### src/rtl/srpg_pkg.sv
// ----------------------------------------------------------------------------
// srpg_pkg
// Shared types and codes for the stepper ramp pulse generator.
// ----------------------------------------------------------------------------
package srpg_pkg;

   // request kinds carried in tuser
   localparam logic REQ_START = 1'b0;
   localparam logic REQ_STEP  = 1'b1;

   // motion phase reported with each result
   typedef enum logic [1:0] {
      PH_STOP   = 2'd0,
      PH_ACCEL  = 2'd1,
      PH_CRUISE = 2'd2,
      PH_DECEL  = 2'd3
   } phase_type;

   // controller to datapath commands
   typedef struct packed {
      logic capture;     // latch the accepted request
      logic commit;      // update move state and load the result register
      logic div_setup;   // form operands and start the divider
      logic div_finish;  // apply signs, saturate and store the new interval
   } cmd_type;

   // datapath to controller status
   typedef struct packed {
      logic need_div;    // the step being committed updates the interval by division
      logic div_done;    // divider finishes at this edge
   } sts_type;

endpackage

### src/rtl/srpg_div.sv
// ----------------------------------------------------------------------------
// srpg_div
// Restoring unsigned divider, one quotient bit per cycle.
// ----------------------------------------------------------------------------
module srpg_div #(
   parameter int MAG_BITS = 27
) (
   input  logic                clock,
   input  logic                reset,
   input  logic                start,
   input  logic [MAG_BITS-1:0] dividend,
   input  logic [MAG_BITS-1:0] divisor,
   output logic [MAG_BITS-1:0] quotient,
   output logic [MAG_BITS-1:0] remainder,
   output logic                done
);

   localparam int CntW = $clog2(MAG_BITS + 1);

   logic                busy_ff;
   logic [CntW-1:0]     count_ff;
   logic [MAG_BITS-1:0] quo_ff;
   logic [MAG_BITS-1:0] rem_ff;
   logic [MAG_BITS-1:0] dvs_ff;
   logic [MAG_BITS:0]   shifted;
   logic [MAG_BITS:0]   diff;

   // trial subtraction of the divisor from the shifted partial remainder
   assign shifted = {rem_ff, quo_ff[MAG_BITS-1]};
   assign diff    = shifted - {1'b0, dvs_ff};

   assign done      = busy_ff && (count_ff == CntW'(1));
   assign quotient  = quo_ff;
   assign remainder = rem_ff;

   // iteration control
   always_ff @(posedge clock) begin
      if (reset) begin
         busy_ff  <= 1'b0;
         count_ff <= '0;
      end else if (start) begin
         busy_ff  <= 1'b1;
         count_ff <= CntW'(MAG_BITS);
      end else if (busy_ff) begin
         count_ff <= count_ff - CntW'(1);
         if (count_ff == CntW'(1)) begin
            busy_ff <= 1'b0;
         end
      end
   end

   // operand and partial result registers
   always_ff @(posedge clock) begin
      if (start) begin
         quo_ff <= dividend;
         rem_ff <= '0;
         dvs_ff <= divisor;
      end else if (busy_ff) begin
         if (!diff[MAG_BITS]) begin
            rem_ff <= diff[MAG_BITS-1:0];
            quo_ff <= {quo_ff[MAG_BITS-2:0], 1'b1};
         end else begin
            rem_ff <= shifted[MAG_BITS-1:0];
            quo_ff <= {quo_ff[MAG_BITS-2:0], 1'b0};
         end
      end
   end

   // partial remainder stays below a nonzero divisor throughout
   a_rem_below_dvs: assert property (@(posedge clock) disable iff (reset)
      busy_ff |-> (rem_ff < dvs_ff))
      else $error("divider partial remainder reached the divisor");

   a_start_busy: assert property (@(posedge clock) disable iff (reset)
      start |=> (busy_ff && count_ff == CntW'(MAG_BITS)))
      else $error("divider did not begin iterating");

   a_done_idle: assert property (@(posedge clock) disable iff (reset)
      done && !start |=> !busy_ff)
      else $error("divider still busy after done");

endmodule

### src/rtl/srpg_dp.sv
// ----------------------------------------------------------------------------
// srpg_dp
// Move state, ramp recurrence arithmetic and result register.
// ----------------------------------------------------------------------------
module srpg_dp
   import srpg_pkg::*;
#(
   parameter int STEP_BITS  = 24,
   parameter int PULSE_BITS = 24
) (
   input  logic                  clock,
   input  logic                  reset,
   input  cmd_type               cmd,
   output sts_type               sts,
   input  logic                  csr_wen,
   input  logic                  csr_wdata,
   input  logic                  req_type_i,
   input  logic [STEP_BITS:0]    move_steps_i,
   input  logic [STEP_BITS-1:0]  accel_steps_i,
   input  logic [STEP_BITS-1:0]  brake_steps_i,
   input  logic [PULSE_BITS-1:0] start_pulse_i,
   input  logic [PULSE_BITS-1:0] cruise_pulse_i,
   output logic                  step_taken_o,
   output logic                  direction_o,
   output logic [PULSE_BITS-1:0] interval_o,
   output logic [1:0]            phase_o,
   output logic                  last_step_o
);

   localparam int NumW = ((PULSE_BITS + 1 > STEP_BITS + 2) ? PULSE_BITS + 1
                                                            : STEP_BITS + 2) + 2;
   localparam int MagW = NumW - 1;
   localparam int RemW = STEP_BITS + 3;

   // configuration
   logic                  mode_ff;

   // latched request
   logic                  typ_ff;
   logic [STEP_BITS:0]    move_ff;
   logic [STEP_BITS-1:0]  acc_in_ff;
   logic [STEP_BITS-1:0]  brk_in_ff;
   logic [PULSE_BITS-1:0] stp_in_ff;
   logic [PULSE_BITS-1:0] crs_in_ff;

   // move state
   logic [STEP_BITS-1:0]  remaining_ff;
   logic [STEP_BITS-1:0]  done_ff;
   logic [PULSE_BITS-1:0] pulse_ff;
   logic [RemW-1:0]       carry_ff;
   logic [STEP_BITS-1:0]  accel_ff;
   logic [STEP_BITS-1:0]  brake_ff;
   logic [PULSE_BITS-1:0] cruise_ff;
   logic                  dir_ff;
   logic                  decel_ff;
   logic                  num_neg_ff;

   // result register
   logic                  out_step_ff;
   logic                  out_dir_ff;
   logic [PULSE_BITS-1:0] out_interval_ff;
   phase_type             out_phase_ff;
   logic                  out_last_ff;

   // start and step decode
   logic                  move_neg;
   logic [STEP_BITS:0]    mag_full;
   logic [STEP_BITS-1:0]  mag;
   logic [STEP_BITS-1:0]  start_accel;
   logic [STEP_BITS-1:0]  start_brake;
   logic                  has_step;
   logic [STEP_BITS-1:0]  new_rem;
   logic [STEP_BITS-1:0]  new_done;
   phase_type             step_ph;
   phase_type             start_ph;
   logic                  ramp_accel;

   // divider operands and results
   logic signed [NumW-1:0] num_s;
   logic [NumW-1:0]        num_abs;
   logic [MagW-1:0]        den_mag;
   logic [MagW-1:0]        q_mag;
   logic [MagW-1:0]        r_mag;
   logic [MagW:0]          q_s;
   logic [MagW:0]          r_s;
   logic [MagW+1:0]        np;
   logic [PULSE_BITS-1:0]  np_sat;

   function automatic phase_type phase_of(input logic [STEP_BITS-1:0] r,
                                          input logic [STEP_BITS-1:0] d,
                                          input logic [STEP_BITS-1:0] brk,
                                          input logic [STEP_BITS-1:0] acc);
      phase_type ph;
      if (r == '0) begin
         ph = PH_STOP;
      end else if (r <= brk) begin
         ph = PH_DECEL;
      end else if (d <= acc) begin
         ph = PH_ACCEL;
      end else begin
         ph = PH_CRUISE;
      end
      return ph;
   endfunction

   // step count magnitude, saturated for the most negative count
   assign move_neg    = move_ff[STEP_BITS];
   assign mag_full    = move_neg ? (~move_ff + (STEP_BITS+1)'(1)) : move_ff;
   assign mag         = mag_full[STEP_BITS] ? '1 : mag_full[STEP_BITS-1:0];
   assign start_accel = mode_ff ? acc_in_ff : '0;
   assign start_brake = mode_ff ? brk_in_ff : '0;
   assign start_ph    = phase_of(mag, '0, start_brake, start_accel);

   // bookkeeping of one step
   assign has_step   = (remaining_ff != '0);
   assign new_rem    = remaining_ff - STEP_BITS'(1);
   assign new_done   = done_ff + STEP_BITS'(1);
   assign step_ph    = phase_of(new_rem, new_done, brake_ff, accel_ff);
   assign ramp_accel = (step_ph == PH_ACCEL) && (new_done < accel_ff);

   assign sts.need_div = (typ_ff == REQ_STEP) && has_step && mode_ff &&
                         (ramp_accel || (step_ph == PH_DECEL));

   // operands: numerator 2c + rest, divisor 4n + 1 or 1 - 4r
   assign num_s   = $signed({{(NumW-PULSE_BITS-1){1'b0}}, pulse_ff, 1'b0}) +
                    $signed({{(NumW-RemW){carry_ff[RemW-1]}}, carry_ff});
   assign num_abs = num_s[NumW-1] ? (~num_s + NumW'(1)) : num_s;
   assign den_mag = decel_ff ? MagW'({new_rem, 2'b11}) : MagW'({done_ff, 2'b01});

   srpg_div #(
      .MAG_BITS (MagW)
   ) u_div (
      .clock     (clock),
      .reset     (reset),
      .start     (cmd.div_setup),
      .dividend  (num_abs[MagW-1:0]),
      .divisor   (den_mag),
      .quotient  (q_mag),
      .remainder (r_mag),
      .done      (sts.div_done)
   );

   // truncating signed quotient and remainder, then the saturated interval
   assign q_s = (num_neg_ff ^ decel_ff) ? (~{1'b0, q_mag} + (MagW+1)'(1))
                                        : {1'b0, q_mag};
   assign r_s = num_neg_ff ? (~{1'b0, r_mag} + (MagW+1)'(1)) : {1'b0, r_mag};
   assign np  = (MagW+2)'(pulse_ff) - {q_s[MagW], q_s};

   always_comb begin
      if (np[MagW+1]) begin
         np_sat = '0;
      end else if (np[MagW:PULSE_BITS] != '0) begin
         np_sat = '1;
      end else begin
         np_sat = np[PULSE_BITS-1:0];
      end
   end

   // configuration register
   always_ff @(posedge clock) begin
      if (reset) begin
         mode_ff <= 1'b1;
      end else if (csr_wen) begin
         mode_ff <= csr_wdata;
      end
   end

   // request latch
   always_ff @(posedge clock) begin
      if (cmd.capture) begin
         typ_ff    <= req_type_i;
         move_ff   <= move_steps_i;
         acc_in_ff <= accel_steps_i;
         brk_in_ff <= brake_steps_i;
         stp_in_ff <= start_pulse_i;
         crs_in_ff <= cruise_pulse_i;
      end
   end

   // move state
   always_ff @(posedge clock) begin
      if (reset) begin
         remaining_ff <= '0;
         done_ff      <= '0;
         pulse_ff     <= '0;
         carry_ff     <= '0;
         accel_ff     <= '0;
         brake_ff     <= '0;
         cruise_ff    <= '0;
         dir_ff       <= 1'b0;
         decel_ff     <= 1'b0;
         num_neg_ff   <= 1'b0;
      end else begin
         if (cmd.commit) begin
            if (typ_ff == REQ_START) begin
               dir_ff       <= !move_neg;
               remaining_ff <= mag;
               done_ff      <= '0;
               carry_ff     <= '0;
               pulse_ff     <= stp_in_ff;
               cruise_ff    <= crs_in_ff;
               accel_ff     <= start_accel;
               brake_ff     <= start_brake;
            end else if (has_step) begin
               remaining_ff <= new_rem;
               done_ff      <= new_done;
               decel_ff     <= (step_ph == PH_DECEL);
               // end of acceleration: jump to the cruise interval
               if (mode_ff && step_ph == PH_ACCEL && !ramp_accel) begin
                  pulse_ff <= cruise_ff;
               end
            end
         end
         if (cmd.div_setup) begin
            num_neg_ff <= num_s[NumW-1];
         end
         if (cmd.div_finish) begin
            pulse_ff <= np_sat;
            carry_ff <= r_s[RemW-1:0];
         end
      end
   end

   // result register
   always_ff @(posedge clock) begin
      if (cmd.commit) begin
         if (typ_ff == REQ_START) begin
            out_step_ff     <= 1'b0;
            out_dir_ff      <= !move_neg;
            out_interval_ff <= '0;
            out_phase_ff    <= start_ph;
            out_last_ff     <= 1'b0;
         end else if (has_step) begin
            out_step_ff     <= 1'b1;
            out_dir_ff      <= dir_ff;
            out_interval_ff <= (pulse_ff != '0) ? pulse_ff : PULSE_BITS'(1);
            out_phase_ff    <= step_ph;
            out_last_ff     <= (new_rem == '0);
         end else begin
            out_step_ff     <= 1'b0;
            out_dir_ff      <= dir_ff;
            out_interval_ff <= '0;
            out_phase_ff    <= PH_STOP;
            out_last_ff     <= 1'b0;
         end
      end
   end

   assign step_taken_o = out_step_ff;
   assign direction_o  = out_dir_ff;
   assign interval_o   = out_interval_ff;
   assign phase_o      = out_phase_ff;
   assign last_step_o  = out_last_ff;

   // a ramp step always leaves a move still running behind it
   a_div_has_steps: assert property (@(posedge clock) disable iff (reset)
      cmd.div_setup |-> (remaining_ff != '0))
      else $error("ramp update started with no steps left");

   a_last_stops: assert property (@(posedge clock) disable iff (reset)
      cmd.commit && typ_ff == REQ_STEP && has_step && new_rem == '0
      |=> (out_last_ff && out_phase_ff == PH_STOP))
      else $error("final step not reported as stopping");

   a_finish_carry: assert property (@(posedge clock) disable iff (reset)
      cmd.div_finish |-> (r_mag < den_mag))
      else $error("carried remainder not below divisor");

endmodule

### src/rtl/srpg_ctrl.sv
// ----------------------------------------------------------------------------
// srpg_ctrl
// Sequencer for request intake, state commit and the ramp division.
// ----------------------------------------------------------------------------
module srpg_ctrl
   import srpg_pkg::*;
(
   input  logic    clock,
   input  logic    reset,
   input  logic    req_tvalid,
   output logic    req_tready,
   output logic    rsp_tvalid,
   input  logic    rsp_tready,
   output cmd_type cmd,
   input  sts_type sts
);

   typedef enum logic [2:0] {
      ST_IDLE,
      ST_EXEC,
      ST_SETUP,
      ST_DIV,
      ST_FIN
   } state_type;

   state_type state_ff;
   state_type state_in;
   logic      out_valid_ff;
   logic      out_valid_in;
   logic      slot_free;

   // result register can take a new transaction
   assign slot_free = !out_valid_ff || rsp_tready;

   assign req_tready     = (state_ff == ST_IDLE);
   assign rsp_tvalid     = out_valid_ff;
   assign cmd.capture    = (state_ff == ST_IDLE) && req_tvalid;
   assign cmd.commit     = (state_ff == ST_EXEC) && slot_free;
   assign cmd.div_setup  = (state_ff == ST_SETUP);
   assign cmd.div_finish = (state_ff == ST_FIN);

   // next state
   always_comb begin
      state_in = state_ff;
      case (state_ff)
         ST_IDLE: begin
            if (req_tvalid) begin
               state_in = ST_EXEC;
            end
         end
         ST_EXEC: begin
            if (slot_free) begin
               state_in = sts.need_div ? ST_SETUP : ST_IDLE;
            end
         end
         ST_SETUP: begin
            state_in = ST_DIV;
         end
         ST_DIV: begin
            if (sts.div_done) begin
               state_in = ST_FIN;
            end
         end
         ST_FIN: begin
            state_in = ST_IDLE;
         end
         default: begin
            state_in = ST_IDLE;
         end
      endcase
   end

   // result valid flag
   always_comb begin
      out_valid_in = out_valid_ff;
      if (rsp_tready) begin
         out_valid_in = 1'b0;
      end
      if (cmd.commit) begin
         out_valid_in = 1'b1;
      end
   end

   always_ff @(posedge clock) begin
      if (reset) begin
         state_ff     <= ST_IDLE;
         out_valid_ff <= 1'b0;
      end else begin
         state_ff     <= state_in;
         out_valid_ff <= out_valid_in;
      end
   end

   a_done_in_div: assert property (@(posedge clock) disable iff (reset)
      sts.div_done |-> (state_ff == ST_DIV))
      else $error("divider finished outside the divide state");

   a_commit_shows: assert property (@(posedge clock) disable iff (reset)
      cmd.commit |=> out_valid_ff)
      else $error("committed result not presented");

   a_setup_needed: assert property (@(posedge clock) disable iff (reset)
      (state_ff == ST_SETUP) |-> $past(cmd.commit && sts.need_div))
      else $error("division started without a ramp step");

endmodule

### src/rtl/stepper_ramp_pulse_generator.sv
// ----------------------------------------------------------------------------
// stepper_ramp_pulse_generator
// Trapezoidal ramp step pulse generator with integer interval recurrence.
// ----------------------------------------------------------------------------
// Result: a transaction's result is loaded into the result register from the
//   execute state after accept, once the result register is free.
// Sequence: a start item or step without a ramp update passes idle and execute;
//   a ramp step adds setup, divide (one-bit-per-cycle divider) and finish to
//   update the interval after the result. Requests are taken only when idle.
// Reset: synchronous; clears the move state and sets linear_mode to 1.
// ----------------------------------------------------------------------------
module stepper_ramp_pulse_generator
   import srpg_pkg::*;
#(
   parameter int  STEP_BITS  = 24,
   parameter int  PULSE_BITS = 24,
   localparam int ReqDataW   = ((3 * STEP_BITS + 2 * PULSE_BITS + 1 + 7) / 8) * 8,
   localparam int RspDataW   = ((PULSE_BITS + 3 + 7) / 8) * 8
) (
   input  logic                clock,
   input  logic                reset,
   // configuration
   input  logic                csr_wen,
   input  logic                csr_wdata,   // linear_mode
   // request transactions
   input  logic                req_tvalid,
   output logic                req_tready,
   input  logic [ReqDataW-1:0] req_tdata,   // move_steps, accel_steps, brake_steps,
                                            // start_pulse, cruise_pulse
   input  logic                req_tuser,   // req_type
   // result transactions
   output logic                rsp_tvalid,
   input  logic                rsp_tready,
   output logic [RspDataW-1:0] rsp_tdata,   // direction, interval_us, phase
   output logic                rsp_tuser,   // step_taken
   output logic                rsp_tlast    // last_step
);

   localparam int AccLo = STEP_BITS + 1;
   localparam int BrkLo = 2 * STEP_BITS + 1;
   localparam int StpLo = 3 * STEP_BITS + 1;
   localparam int CrsLo = 3 * STEP_BITS + PULSE_BITS + 1;

   cmd_type               cmd;
   sts_type               sts;
   logic                  direction;
   logic [PULSE_BITS-1:0] interval_us;
   logic [1:0]            phase;

   srpg_dp #(
      .STEP_BITS  (STEP_BITS),
      .PULSE_BITS (PULSE_BITS)
   ) u_dp (
      .clock          (clock),
      .reset          (reset),
      .cmd            (cmd),
      .sts            (sts),
      .csr_wen        (csr_wen),
      .csr_wdata      (csr_wdata),
      .req_type_i     (req_tuser),
      .move_steps_i   (req_tdata[STEP_BITS:0]),
      .accel_steps_i  (req_tdata[AccLo +: STEP_BITS]),
      .brake_steps_i  (req_tdata[BrkLo +: STEP_BITS]),
      .start_pulse_i  (req_tdata[StpLo +: PULSE_BITS]),
      .cruise_pulse_i (req_tdata[CrsLo +: PULSE_BITS]),
      .step_taken_o   (rsp_tuser),
      .direction_o    (direction),
      .interval_o     (interval_us),
      .phase_o        (phase),
      .last_step_o    (rsp_tlast)
   );

   srpg_ctrl u_ctrl (
      .clock      (clock),
      .reset      (reset),
      .req_tvalid (req_tvalid),
      .req_tready (req_tready),
      .rsp_tvalid (rsp_tvalid),
      .rsp_tready (rsp_tready),
      .cmd        (cmd),
      .sts        (sts)
   );

   // result payload, first field in the low bits
   assign rsp_tdata = RspDataW'({phase, interval_us, direction});

endmodule
### config.mk
export PLATFORM = sky130hd
export DESIGN_NAME = stepper_ramp_pulse_generator
export DESIGN_NICKNAME = d
export VERILOG_FILES = /design/src/rtl/srpg_pkg.sv /design/src/rtl/srpg_div.sv /design/src/rtl/srpg_dp.sv /design/src/rtl/srpg_ctrl.sv /design/src/rtl/stepper_ramp_pulse_generator.sv
export SDC_FILE = /design/constraint.sdc
export NUM_CORES = 1
export LEC_CHECK = 0
export ABC_AREA = 0
export BUFFER_PORTS_ARGS = -buffer_cell sky130_fd_sc_hd__buf_2
export CORE_UTILIZATION = 40
export DETAILED_ROUTE_END_ITERATION = 12
export GPL_TIMING_DRIVEN = 0
export SLEW_MARGIN = 20
export SYNTH_ARGS = -nofsm -noshare
export SYNTH_HDL_FRONTEND = slang
export SYNTH_SLANG_ARGS = --single-unit
### constraint.sdc
create_clock -name clock -period 5.1 [get_ports clock]
set_input_delay 1.275 -clock clock [delete_from_list [all_inputs] [get_ports clock]]
set_output_delay 1.275 -clock clock [all_outputs]
set_load 0.02 [all_outputs]
==> Word level (Yosys, flattened, before mapping) <==
Index checks and enable logic that the tools add are counted.
{ "word_totals": {"out_inout_bits": 36, "latchBits": 0, "regBits": 417, "wordCells": 147, "in_bits": 135, "mem_count": 0, "mem_bits_rw": 0, "mem_bits_ro": 0} }
{ "classes": {"n_lt_le_gt_ge": 5, "div_mod_pow": 0, "bitwise_logic": 6, "n_mux": 49, "n_addsub": 10, "n_shift": 0, "eq_ne": 14, "reduce_logical": 32, "mul": 0} }
{ "ops": {"columns": ["cell", "count"], "rows": [
  ["two-way mux 24 bit", 14],
  ["two-way mux 27 bit", 8],
  ["less-or-equal comparator 24 bit", 3],
  ["NOT 27 bit", 2],
  ["zero test 24 bit", 2],
  ["nonzero test 24 bit", 2],
  ["subtractor 25 x 28 -> 29 bit", 1],
  ["adder 26 x 27 -> 28 bit", 1],
  ["adder 28 x 1 -> 28 bit (second input constant)", 1],
  ["two-way mux 28 bit", 1],
  ["NOT 27 -> 28 bit", 1],
  ["subtractor 28 x 27 -> 28 bit", 1],
  ["adder 27 x 1 -> 27 bit (second input constant)", 1],
  ["adder 27 x 2 -> 27 bit (second input constant)", 1],
  ["two-way mux 26 bit", 1],
  ["adder 25 x 1 -> 25 bit (second input constant)", 1],
  ["two-way mux 25 bit", 1],
  ["NOT 25 bit", 1],
  ["adder 24 x 1 -> 24 bit (second input constant)", 1],
  ["less-or-equal comparator 1 x 24 -> 1 bit (first input constant)", 1],
  ["less-than comparator 24 bit", 1],
  ["subtractor 24 x 1 -> 24 bit (second input constant)", 1],
  ["two-way mux 2 bit", 9],
  ["case mux 3 bit (4 select lines)", 1],
  ["24 further kinds", 59]
]} }

==> Depth between registers and ports, before layout <==
Gate-level depths: netlist of the first run.
{ "depth": {"word_depth": 14, "ltp_mapped": 22} }

==> Cells and area by module <==
A second synthesis of the first run with hierarchy kept.
{ "hier_totals": {"hier_cells": 2927, "hier_area_um2": 26111.3} }
{ "by_module_without_submodules": {"columns": ["module", "cells_per_inst", "area_per_inst_um2", "seq_area_each_um2", "instances"], "rows": [
  ["srpg_dp", 2354, 20532.2, 8037.7, 1],
  ["srpg_div", 540, 5301.3, 2282.2, 1],
  ["srpg_ctrl", 26, 229.0, 80.1, 1],
  ["stepper_ramp_pulse_generator", 7, 48.8, 0.0, 1]
]} }

==> Least setup slack after synthesis of the first run <==
No wires, ideal clock.
{ "synth_path": {"path_kind": "input port to flip-flop", "start": "input req_tvalid", "end": "register u_dp.acc_in_ff[0], enable pin", "slack_ns": 0.531, "stages": 1, "arrival_ns": 4.074, "setup_ns": 0.495, "required_time_ns": 4.605, "path_buffers": 0, "cell_sequence": "and2_1"} }
{ "synth_between": {"elab_chain_len": 1} }
{ "synth_rtl": {"columns": ["element", "line_no", "rtl"], "rows": [
  ["start, declared", "stepper_ramp_pulse_generator.sv:26", "input logic req_tvalid,"],
  ["logical AND 1 bit", "srpg_ctrl.sv:37", "assign cmd.capture = (state_ff == ST_IDLE) && req_tvalid;"],
  ["end signal, assigned", "srpg_dp.sv:173", "acc_in_ff <= accel_steps_i;"],
  ["end, declared", "srpg_dp.sv:41", "logic [STEP_BITS-1:0] acc_in_ff;"]
]} }
Every way passes these cells.
A chain may end at the register's enable or synchronous reset.

==> Worst setup path after layout of the first run <==
{ "layout_path": {"start": "register u_dp.remaining_ff[0]", "end": "register u_dp.pulse_ff[6]"} }
{ "layout_between": {"elab_chain_len": 10, "word_cells_on_any_way": 14, "classes_between": "1 x add/sub; 1 x order compare; 3 x eq/ne; 2 x mux; 7 x reduce/logical"} }
{ "layout_rtl": {"columns": ["element", "line_no", "rtl"], "rows": [
  ["start, declared", "srpg_dp.sv:47", "logic [STEP_BITS-1:0] remaining_ff;"],
  ["start signal, assigned", "srpg_dp.sv:197", "remaining_ff <= mag;"],
  ["start signal, assigned", "srpg_dp.sv:205", "remaining_ff <= new_rem;"],
  ["subtractor 24 x 1 -> 24 bit", "srpg_dp.sv:116", "assign new_rem = remaining_ff - STEP_BITS'(1);"],
  ["less-or-equal comparator 24 bit", "srpg_dp.sv:96", "end else if (r <= brk) begin"],
  ["two-way mux 2 bit", "srpg_dp.sv:96", null],
  ["two-way mux 2 bit", "srpg_dp.sv:94", "if (r == '0) begin"],
  ["equality test 2 x 1 -> 1 bit", "srpg_dp.sv:119, srpg_dp.sv:209", null],
  ["logical AND 1 bit", "srpg_dp.sv:119", "assign ramp_accel = (step_ph == PH_ACCEL) && (new_done < accel_ff);"],
  ["zero test 1 bit", "srpg_dp.sv:209", "if (mode_ff && step_ph == PH_ACCEL && !ramp_accel) begin"],
  ["logical AND 1 bit", "srpg_dp.sv:209", null],
  ["inequality test 3 bit (no source line)", null, null],
  ["AND reduction 3 bit (no source line) *", null, null],
  ["end signal, assigned", "srpg_dp.sv:200", "pulse_ff <= stp_in_ff;"],
  ["end signal, assigned", "srpg_dp.sv:210", "pulse_ff <= cruise_ff;"],
  ["end signal, assigned", "srpg_dp.sv:218", "pulse_ff <= np_sat;"],
  ["end, declared", "srpg_dp.sv:49", "logic [PULSE_BITS-1:0] pulse_ff;"]
]} }
Every way passes the cells marked *; elsewhere a longest branch is shown, timed or not.

==> summary.txt, run 1 <==
Place
  – PortBufs: 158
  – DP Area: 27,100 um2
  – Inst Count DP: 3,880
  – Placer congestion estimate: 0.930
  – Setup WS pre-CTS: -1060 ps
  – DP HPWL: 64.1 mm

Setup path
  – Critical Path End Type: flop
  – CP Capture Point: u_dp.pulse_ff[6]
  – Req. time, crit path: 5610 ps
  – Reg-to-reg startpoint: u_dp.remaining_ff[0]
  – Worst path arrival time: 5410 ps
  – Element type at the critical path start: flop
  – Worst r2r path cells: 20
  – Worst Path Max Fanout: 10
  – Worst setup startpoint: u_dp.remaining_ff[0]
  – Capturing point of the worst reg2reg path: u_dp.pulse_ff[6]
  – Crit path kind: flop to flop
  – R2r setup slk: 210 ps

Detailed routing
  – Wire length per cell: 20.5 um
  – Drc violations: 0
  – Final ANT Viol Nets: 0
  – WL final: 81.8 mm
  – Drt first pass iters: 7
  – Iteration-0 DRC Markers: 1,712
  – DR vias/cell: 5.62
  – Via count: 22,408

Yosys
  – Synth Instances: 2,878
  – Yosys cell types: 93
  – Syn avg cell area: 8.76 um2
  – Register area share after synthesis: 41.0%
  – Commonest cells in the netlist: 345 x nand2_1, 318 x a21oi_1, 212 x dfxtp_1
  – Seq cells post-synth: 415
  – Mapped cell area: 25,200 um2
  – Top FF cell, synth: dfxtp_1
  – Post-synth EDFFs: 203
  – Yosys top cell by area: edfxtp_1
  – Count leader, synth: nand2_1
  – Post-synth top area share: 24.2%
  – Async SR Flop Fraction: 0%
  – Area contributors post-synth: edfxtp_1 24%, dfxtp_1 17%, ha_1 7.7%
  – Warnings, synthesis: 0

Timing
  – Slew HR: 22.1%
  – Final Hold Fails: 0
  – Fin crit period: 4890 ps
  – Final setup vio count: 0
  – Post-route setup TNS: 0 ps
  – Max Slew Vio Count: 0
  – F_max: 0.204 GHz
  – Final worst slack: 206 ps
  – Final Cycle Share: 96.0%
  – Clk_skew: 35.3 ps
  – Fin Hold WS: 450 ps
  – Worst-Margin Slew: 1170 ps

Clock tree
  – Clk pin slew, worst setup/hold paths: 60 ps
  – CTS tree: yes
  – Cts hold-fix bufs: 0
  – Worst-Skew Late Latency: 610 ps
  – Clk root buf: clkbuf_16
  – Htree depth: 2
  – Clock Path Buffers: 3
  – CTS Buf Count: 48
  – Clock Sinks: 415

Cells and area
  – Final Core Density: 47.3%
  – Area grow syn2layout: 16.1%
  – Design Area, Final: 29,300 um2
  – Fin cells: 3,988
  – Share of layout cells above drive strength 1: 12.3%
  – Nets@finish: 3,403

GRT
  – Overflow after GRT: 0
  – Initial antenna violation count: 2
  – Tot GR Track Use: 25.3%
  – Largest net degree at the start of global routing: 62
  – Vias in the first global route: 21,750
  – First-pass GRT wire length: 125 mm

Power
  – Max VDD drop: 0.249 mV
  – Pint: 7.64 mW
  – Comb power frac: 38.1%
  – Switching power: 4.78 mW
  – Final Total Pwr: 12.4 mW
  – Static Leak: 11.6 nW
  – Clock share of power: 27.2%
  – Switch share: 38.5%
  – Reg power frac: 34.7%
  – PD cells: 424 nW/um2

Worst hold path
  – Worst hold path class: flop to flop

Floorplanning
  – Core Region: 61,900 um2
  – Die Y: 253 um
  – FP Rows: 91
  – Starting Density: 40.7%
  – Die X: 253 um
  – Die Footprint: 64,000 um2
  – # IOs: 171

Job
  – Max Cap Viol: 0

Run status
  – Status: completed
[how the worst min path moves through the flow]
stage / startpoint / to / cells after the start / slack [ps]
floorplan: u_dp.decel_ff / u_dp.u_div.dvs_ff[1] / 0 / 410
global placement: u_dp.cruise_ff[22] / u_dp.cruise_ff[22] / 2 / 440
global route: u_dp.brake_ff[21] / u_dp.brake_ff[21] / 2 / 470
finish: u_dp.accel_ff[20] / u_dp.accel_ff[20] / 2 / 450
detailed placement: u_dp.cruise_ff[21] / u_dp.cruise_ff[21] / 2 / 440
CTS: u_dp.accel_ff[20] / u_dp.accel_ff[20] / 2 / 450
[registers in the layout, indices dropped and copies added (netlist names), 2 cells and up]
signal and cells:
u_dp.accel_ff 24, u_dp.brake_ff 24, u_ctrl.state_ff 3, u_dp.crs_in_ff 24, u_dp.phase_o 2, u_dp.brk_in_ff 24, u_dp.u_div.count_ff 5, u_dp.remaining_ff 24
u_dp.u_div.quotient 27, u_dp.move_ff 25, u_dp.u_div.remainder 27, u_dp.u_div.dvs_ff 25, u_dp.carry_ff 27, u_dp.done_ff 24, u_dp.acc_in_ff 24, u_dp.stp_in_ff 24
u_dp.pulse_ff 24, u_dp.cruise_ff 24, u_dp.interval_o 24
[kinds of logic after synthesis]
group / share of synthesized area [%]
compound gates: 18.4
buf+inv: 4.89
fa+ha+maj: 7.93
flops: 41.0
mux: 2.61
xor+xnor: 6.57
other cells: 0.0149
simple gates: 18.6
[final cells by class]
cell class	count	area, um2
fillers	5997	32700
diodes	1	2.50
inverters	154	578
repair buffers	181	1020
plain buffers	159	662
flip-flops and latches	415	10300
well taps	837	1050
clock inverters	21	148
multi-input cells	2151	14100
clock buffers	69	1400
[critical path, stage by stage (launching register included)]
cell      delay (ps)
dfxtp_1          390
clkbuf_2         220
inv_1            140
ha_2             280
nor3b_4          270
nand2_1          170
or3_1            410
xor2_4           240
inv_1             70
ha_1             300
a21o_1           180
a21o_1           170
a221o_1          310
a221oi_2         310
a21oi_2          150
nor2b_4          190
a31oi_4          240
clkbuf_4         250
clkbuf_4         250
a21oi_1          100
o22ai_1          150
[per-layer routing]
layer | up-vias | share of wire (%) | GRT usage, %
met5 | - | 0 | 0
met4 | 0 | 4.8 | 12.1
met3 | 158 | 5.3 | 3.11
met2 | 691 | 47 | 42.1
met1 | 10754 | 43 | 32.4
li1 | 10805 | - | -
[timing repair]
action	4_1_cts	5_1_grt
endpoints found under the setup margin	26	25
buffers inserted	4	16
pin swaps	1	9
resized for setup	52	33
[power by group through the flow]
stage                     Combinational [mW]  Sequential [mW]  Clock [mW]
after global placement                  4.29             4.36           0
after CTS                               4.58             4.30        3.44
after detailed placement                4.40             4.35           0
after global routing                    5.17             4.36        3.57
final                                   4.73             4.31        3.38
after floorplan                         3.11             4.24           0
[cell usage in the layout, fill, tap and decap left out, types with 8 or more instances in the layout]
cell,n
a211oi_1,24
a21o_1,55
a21oi_1,316
a22oi_1,22
a31oi_1,23
and2_1,21
and3_1,34
buf_1,14
buf_2,171
buf_4,27
clkbuf_1,127
clkbuf_16,51
dfxtp_1,209
edfxtp_1,203
ha_1,153
inv_1,152
mux2_2,14
mux2i_1,50
nand2_1,344
nand2b_1,21
nand3_1,102
nand4_1,27
nor2_1,200
nor2b_1,28
nor3_1,59
nor3_2,12
nor3b_1,8
nor4_1,21
o211ai_1,25
o21a_1,10
o21ai_0,146
o22ai_1,22
o31ai_1,22
o41ai_1,8
or2_2,8
or3_1,17
or4_1,11
xnor2_1,103
xor2_1,75
(Power assumes the default switching activity.)
==> run 2, diff against run 1 <==
- CORE_MARGIN: unset -> 4
==> run 2 against run 1 <==
Against the previous run:
- wire length up 0.34%
- worst hold slack better by 1.3 ps
- core utilization fell by 0.11 points
- final area barely moved
- global-route usage decreased by 1.6 points
- cell count is 0.10% lower
- clock skew decreased by 8.2 ps
- total power rose by 0.61%
- clock power is 4% higher
- critical path type unchanged
- critical path depth fell by 2
- via count grew 0.24%
==> summary.txt, run 2 (synthesis gave the netlist of run 1 again) <==
GRT
  – First-pass GRT wire length: 125 mm (+0.18%)
  – Largest net degree at the start of global routing: 60 (-3.2%)
  – Vias in the first global route: 21,801 (+0.23%)
  – Overflow after GRT: 0 (unchanged)
  – Initial antenna violation count: 1 (-1)
  – Tot GR Track Use: 23.6% (-1.6 points)

Place
  – PortBufs: 158 (unchanged)
  – DP HPWL: 63.7 mm (-0.70%)
  – Placer congestion estimate: 0.940 (+1.2%)
  – DP Area: 27,100 um2 (about the same)
  – Inst Count DP: 3,880 (unchanged)

Setup path
  – Element type at the critical path start: flop
  – Worst path arrival time: 5370 ps (-40 ps)
  – Worst Path Max Fanout: 10 (unchanged)
  – Crit-path slowest cell: dfxtp_1
  – Family with the most delay on the worst path: compound AO/OA/AOI/OAI gates
  – CP max stage delay: 450 ps (+40 ps)
  – Reg-to-reg startpoint: u_dp.remaining_ff[0]
  – Worst r2r path cells: 18 (-10%)
  – WP depth: 18 (-10%)
  – Worst path buffer plus inverter count: 3 (-2)
  – Critical Path End Type: flop
  – Req. time, crit path: 5580 ps (-30 ps)
  – Crit path kind: flop to flop
  – R2r setup slk: 210 ps (about the same)
  – Capturing point of the worst reg2reg path: u_dp.pulse_ff[10]
  – Cell chain of the critical path: inv_1 -> ha_2 -> nor3b_4 -> nand2_1 -> or3_1 -> xor2_4 -> inv_1 -> ha_1 -> a21o_1 -> a21o_1 -> a221o_1 -> a221oi_1 -> a21oi_2 -> nor2b_2 -> a31oi_4 -> clkbuf_4 -> nor4_1 -> a2111oi_1

Floorplanning
  – # IOs: 171 (unchanged)
  – Starting Density: 40.6% (-0.075 points)
  – Die Footprint: 67,100 um2 (+4.8%)
  – FP Rows: 91 (unchanged)
  – Die Y: 259 um (+2.4%)
  – Core Region: 62,100 um2 (+0.18%)
  – Die X: 259 um (+2.4%)

Timing
  – Slew HR: 24.8% (+2.7 points)
  – Final setup vio count: 0 (unchanged)
  – Final Cycle Share: 96.0% (about the same)
  – Fin crit period: 4890 ps (-0.151 ps)
  – Post-route setup TNS: 0 ps (unchanged)
  – Max Slew Vio Count: 0 (unchanged)
  – F_max: 0.204 GHz (about the same)
  – Final Hold Fails: 0 (unchanged)
  – Clk_skew: 27.1 ps (-8.21 ps)
  – Fin Hold WS: 451 ps (+1.31 ps)
  – Worst-Margin Slew: 1130 ps (-40.3 ps)

Clock tree
  – CTS Buf Count: 49 (+2.1%)
  – Clk root buf: clkbuf_16
  – Htree depth: 2 (unchanged)
  – Worst-Skew Late Latency: 610 ps (about the same)
  – Clk pin slew, worst setup/hold paths: 60 ps (about the same)
  – Cts hold-fix bufs: 0 (unchanged)
  – CTS tree: yes
  – Clock Path Buffers: 3 (unchanged)
  – Clock Sinks: 415 (unchanged)

Detailed routing
  – DR vias/cell: 5.64 (+0.34%)
  – Wire length per cell: 20.6 um (+0.44%)
  – Routed length on met3: 4.79 mm (+10%)
  – DRT met1 WL: 36.0 mm (+3.0%)
  – Highest metal used: met4
  – Final ANT Viol Nets: 0 (unchanged)
  – Iteration-0 DRC Markers: 2,029 (+19%)
  – Met2 wire length: 38.5 mm (-0.53%)
  – Via count: 22,462 (+0.24%)
  – Drt first pass iters: 6 (-1)
  – WL final: 82.1 mm (+0.34%)
  – Drc violations: 0 (unchanged)

Cells and area
  – Area grow syn2layout: 16.1% (about the same)
  – Commonest non-fill, non-tap cell in the layout: nand2_1
  – Nets@finish: 3,398 (-0.15%)
  – Register area: 10,300 um2 (about the same)
  – Share of layout cells above drive strength 1: 12.1% (-0.18 points)
  – Footprint of the multi-input gates: 14,000 um2 (-0.31%)
  – Commonest non-fill, non-tap cells in the layout: 344 x nand2_1, 317 x a21oi_1, 209 x dfxtp_1, 203 x edfxtp_1, 200 x nor2_1
  – Fillers: 6,058 (+1.0%)
  – Design Area, Final: 29,300 um2 (about the same)
  – Fin cells: 3,984 (-0.10%)

Power
  – Static Leak: 11.6 nW (-0.14%)
  – Max VDD drop: 0.327 mV (+32%)
  – Clock share of power: 28.1% (+0.9 points)
  – Switch share: 38.2% (-0.32 points)
  – Switching power: 4.77 mW (-0.23%)
  – Comb power frac: 37.4% (-0.7 points)
  – Reg power frac: 34.5% (-0.2 points)
  – PD cells: 427 nW/um2 (+0.67%)
  – Pint: 7.73 mW (+1.1%)

Job
  – Max Cap Viol: 0 (unchanged)

Worst hold path
  – Worst hold stages: 2 (unchanged)
  – Worst hold path class: flop to flop
  – Hold Startpoint: u_dp.accel_ff[12]
  – Min-Delay Endpoint: u_dp.accel_ff[12]

Run status
  – Status: completed
## run 2: cell type report
type,instances,share of cell area [%]
timing repair buffer,176,3.32
buffer,158,2.24
multi-input combinational,2151,48.0
tap,837,3.58
sequential,415,35.3
inverter,154,1.98
clock inverter,24,0.799
antenna,1,0.00855
clock buffer,68,4.78
## run 2: metrics by stage
| step | power (mW) | util, % | worst slack, ps |
|---|---|---|---|
| global route | 13.2 | 47.2 | -11.7 |
| floorplan | 7.34 | - | 531 |
| CTS | 12.4 | 46.8 | -16.8 |
| detailed placement | 8.73 | 43.7 | -857 |
| finish | 12.5 | 47.2 | 206 |
| global placement | 8.62 | 43.6 | -806 |
## run 2: routing by layer
layer | up-vias | global-route usage [%]
met1 | 10765 | 31.6
met4 | 0 | 8.05
li1 | 10821 | -
met3 | 143 | 3.07
met2 | 733 | 39.7
met5 | - | 0
## run 2: worst reg2reg max path, cell delays in order (launching register included)
cell	delay [ps]
dfxtp_1	450
inv_1	190
ha_2	290
nor3b_4	260
nand2_1	150
or3_1	400
xor2_4	260
inv_1	70
ha_1	290
a21o_1	190
a21o_1	190
a221o_1	300
a221oi_1	360
a21oi_2	170
nor2b_2	220
a31oi_4	260
clkbuf_4	260
nor4_1	70
a2111oi_1	400
## run 2: worst max-delay path by stage
stage / from / end
2_1_floorplan: req_tvalid / u_dp.acc_in_ff[0]
3_3_place_gp: u_dp.done_ff[0] / u_dp.pulse_ff[17]
3_5_place_dp: u_dp.remaining_ff[0] / u_dp.pulse_ff[17]
4_1_cts: u_dp.done_ff[1] / u_dp.pulse_ff[13]
5_1_grt: u_dp.u_div.quotient[2] / u_dp.pulse_ff[21]
6_report: u_dp.remaining_ff[0] / u_dp.pulse_ff[10]
## run 2: what timing repair did
| action | in CTS | in global routing |
|---|---|---|
| setup buffers | 5 | 10 |
| resized for setup | 42 | 33 |
| pin swaps | 4 | 9 |
| setup endpoints to repair | 27 | 25 |
## run 2: power by group through the flow
stage	Combinational [mW]	Sequential (mW)	Clock, mW
after floorplan	3.11	4.24	0
after global placement	4.27	4.35	0
after detailed placement	4.39	4.34	0
after CTS	4.52	4.29	3.59
after global routing	5.12	4.35	3.73
final	4.67	4.31	3.51
==> run 3, diff against run 2 <==
- CTS_BUF_LIST: unset -> sky130_fd_sc_hd__clkbuf_4 sky130_fd_sc_hd__clkbuf_8 sky130_fd_sc_hd__clkbuf_16
- GPL_TIMING_DRIVEN: 0 -> unset
- clock period: 5.1 -> 5.7 ns (I/O delays scaled with it)
==> run 3 against run 2 <==
Against the previous run:
- first-iteration DRC count down 26%
- flip-flop and latch count unchanged
- total power down 11%
- combinational power down 17%
- cell count down 3.1%
- core utilization down 0.96 points
- maximum frequency down 5.5%
- sequential power down 10%
- worst hold slack better by 0.83 ps
- non-clock buffer count down 121
- wire length down 12%
- clock skew up 7.9 ps
==> summary.txt, run 3 (synthesis gave the netlist of run 1 again) <==
Setup path
  – Req. time, crit path: 6180 ps (+600 ps)
  – Reg-to-reg startpoint: u_dp.u_div.quotient[6]
  – Worst path arrival time: 5660 ps (+290 ps)
  – Worst Path Max Fanout: 12 (+2)
  – Critical Path End Type: flop
  – Worst r2r path cells: 16 (-2)
  – Element type at the critical path start: flop
  – R2r setup slk: 520 ps (+310 ps)
  – Crit path kind: flop to flop
  – Capturing point of the worst reg2reg path: u_dp.pulse_ff[10]

Clock tree
  – Clk pin slew, worst setup/hold paths: 60 ps (about the same)
  – Clk root buf: clkbuf_16
  – Worst-Skew Late Latency: 600 ps (about the same)
  – CTS tree: yes
  – Clock Sinks: 415 (unchanged)
  – Htree depth: 2 (unchanged)
  – Cts hold-fix bufs: 0 (unchanged)
  – Clock Path Buffers: 3 (unchanged)
  – CTS Buf Count: 48 (-2.0%)

Power
  – Max VDD drop: 0.263 mV (-20%)
  – Reg power frac: 34.7% (+0.2 points)
  – Static Leak: 11.5 nW (-0.74%)
  – Pint: 7.13 mW (-7.7%)
  – Comb power frac: 34.8% (-2.6 points)
  – Clock share of power: 30.5% (+2.4 points)
  – Switching power: 4.01 mW (-16%)
  – Switch share: 36.0% (-2.2 points)
  – PD cells: 389 nW/um2 (-9.0%)

Floorplanning
  – # IOs: 171 (unchanged)
  – Die Footprint: 67,100 um2 (unchanged)
  – Die Y: 259 um (unchanged)
  – Starting Density: 40.6% (unchanged)
  – FP Rows: 91 (unchanged)
  – Core Region: 62,100 um2 (unchanged)
  – Die X: 259 um (unchanged)

Detailed routing
  – Final ANT Viol Nets: 0 (unchanged)
  – Drc violations: 0 (unchanged)
  – Drt first pass iters: 5 (-1)
  – Via count: 21,357 (-4.9%)
  – DR vias/cell: 5.53 (-1.9%)
  – WL final: 71.9 mm (-12%)
  – Iteration-0 DRC Markers: 1,493 (-26%)
  – Wire length per cell: 18.6 um (-9.6%)

Timing
  – RSZ-0062 raised after global routing: false
  – Post-route setup TNS: 0 ps (unchanged)
  – Clk_skew: 35.0 ps (+7.87 ps)
  – Worst-Margin Slew: 1040 ps (-86.5 ps)
  – Fin Hold WS: 452 ps (+0.831 ps)
  – Final Hold Fails: 0 (unchanged)
  – Max Slew Vio Count: 0 (unchanged)
  – Fin crit period: 5180 ps (+286 ps)
  – Slew HR: 30.5% (+5.8 points)
  – F_max: 0.193 GHz (-5.5%)
  – Final Cycle Share: 90.9% (-5.1 points)
  – Final setup vio count: 0 (unchanged)

Worst hold path
  – Hold Startpoint: u_dp.accel_ff[12]
  – Worst hold path class: flop to flop
  – Min-Delay Endpoint: u_dp.accel_ff[12]
  – Worst hold stages: 2 (unchanged)

Cells and area
  – Share of layout cells above drive strength 1: 11.8% (-0.30 points)
  – Commonest non-fill, non-tap cells in the layout: 345 x nand2_1, 318 x a21oi_1, 211 x dfxtp_1, 203 x edfxtp_1, 200 x nor2_1
  – Fillers: 6,024 (-0.56%)
  – Commonest non-fill, non-tap cell in the layout: nand2_1
  – Nets@finish: 3,276 (-3.6%)
  – Area grow syn2layout: 13.7%

Place
  – PortBufs: 158 (unchanged)
  – Placer congestion estimate: 0.910 (-3.2%)
  – DP HPWL: 54.1 mm (-15%)

Run status
  – Status: completed

GRT
  – Overflow after GRT: 0 (unchanged)
  – Initial antenna violation count: 1 (unchanged)
  – Vias in the first global route: 20,335 (-6.7%)
  – Tot GR Track Use: 20.8% (-2.8 points)
  – Largest net degree at the start of global routing: 95 (+58%)
  – First-pass GRT wire length: 112 mm (-10%)

Job
  – Max Cap Viol: 0 (unchanged)
==> run 3: how the worst max path moves through the flow <==
stage / to / startpoint / slack, ps
after global placement: u_dp.pulse_ff[10] / u_dp.u_div.quotient[2] / 400
final: u_dp.pulse_ff[10] / u_dp.u_div.quotient[6] / 520
after floorplan: u_dp.acc_in_ff[0] / req_tvalid / 980
after global routing: u_dp.pulse_ff[10] / u_dp.u_div.quotient[6] / 50
after detailed placement: u_dp.pulse_ff[10] / u_dp.u_div.quotient[6] / 250
after CTS: u_dp.pulse_ff[10] / u_dp.u_div.quotient[6] / 220
==> run 3: timing repair <==
action | in CTS | in global routing
buffers inserted | 0 | 4
gates resized for setup | 0 | 2
setup endpoints to repair | 0 | 15
==> run 3: final cells by class <==
cell class	instances	area, um2	share of cell area (%)
inverters	154	578	2.02
clock buffers	57	1300	4.53
multi-input cells	2151	13700	47.8
diodes	1	2.50	0.00873
clock inverters	33	460	1.61
well taps	837	1050	3.65
repair buffers	213	1230	4.29
flip-flops and latches	415	10300	36.1
==> run 3: stage by stage <==
step                std cells  instance area (um2)  power (mW)  utilization [%]  worst slack (ps)
finish                   3861                28700        11.1             46.2               520
global route             3860                28700        11.8             46.2              51.0
CTS                      3855                28600        11.2             46.1               221
detailed placement       3765                26900        7.77             43.3               247
global placement         3765                26900        7.69             43.3               396
floorplan                2882                25200        6.57                -               981
==> run 3: critical path, stage by stage, from the launching register on <==
cell       delay (ps)
edfxtp_1          480
nor4_2            470
nand4b_1          390
o41ai_1           410
xor2_1            190
ha_1              300
a21oi_1           150
o21ai_0           150
a2111oi_1         500
o31ai_1           140
a41oi_1           260
o221ai_1          220
and4b_1           270
nor3_4            420
buf_4             280
nor4_1             80
a2111oi_1         340
==> run 3: power groups by stage <==
stage | registers [mW] | clock network (mW) | logic (mW)
CTS | 3.86 | 3.48 | 3.87
detailed placement | 3.93 | 0 | 3.84
global route | 3.91 | 3.60 | 4.31
global placement | 3.91 | 0 | 3.78
finish | 3.87 | 3.39 | 3.88
floorplan | 3.79 | 0 | 2.78
==> run 3: per-layer routing <==
metal,track usage [%],part of all wire (%),up-vias
met5,0,0,-
met4,6.42,3.0,0
met3,3.39,5.2,111
met2,34.0,46,517
met1,28.5,46,10152
li1,-,-,10577
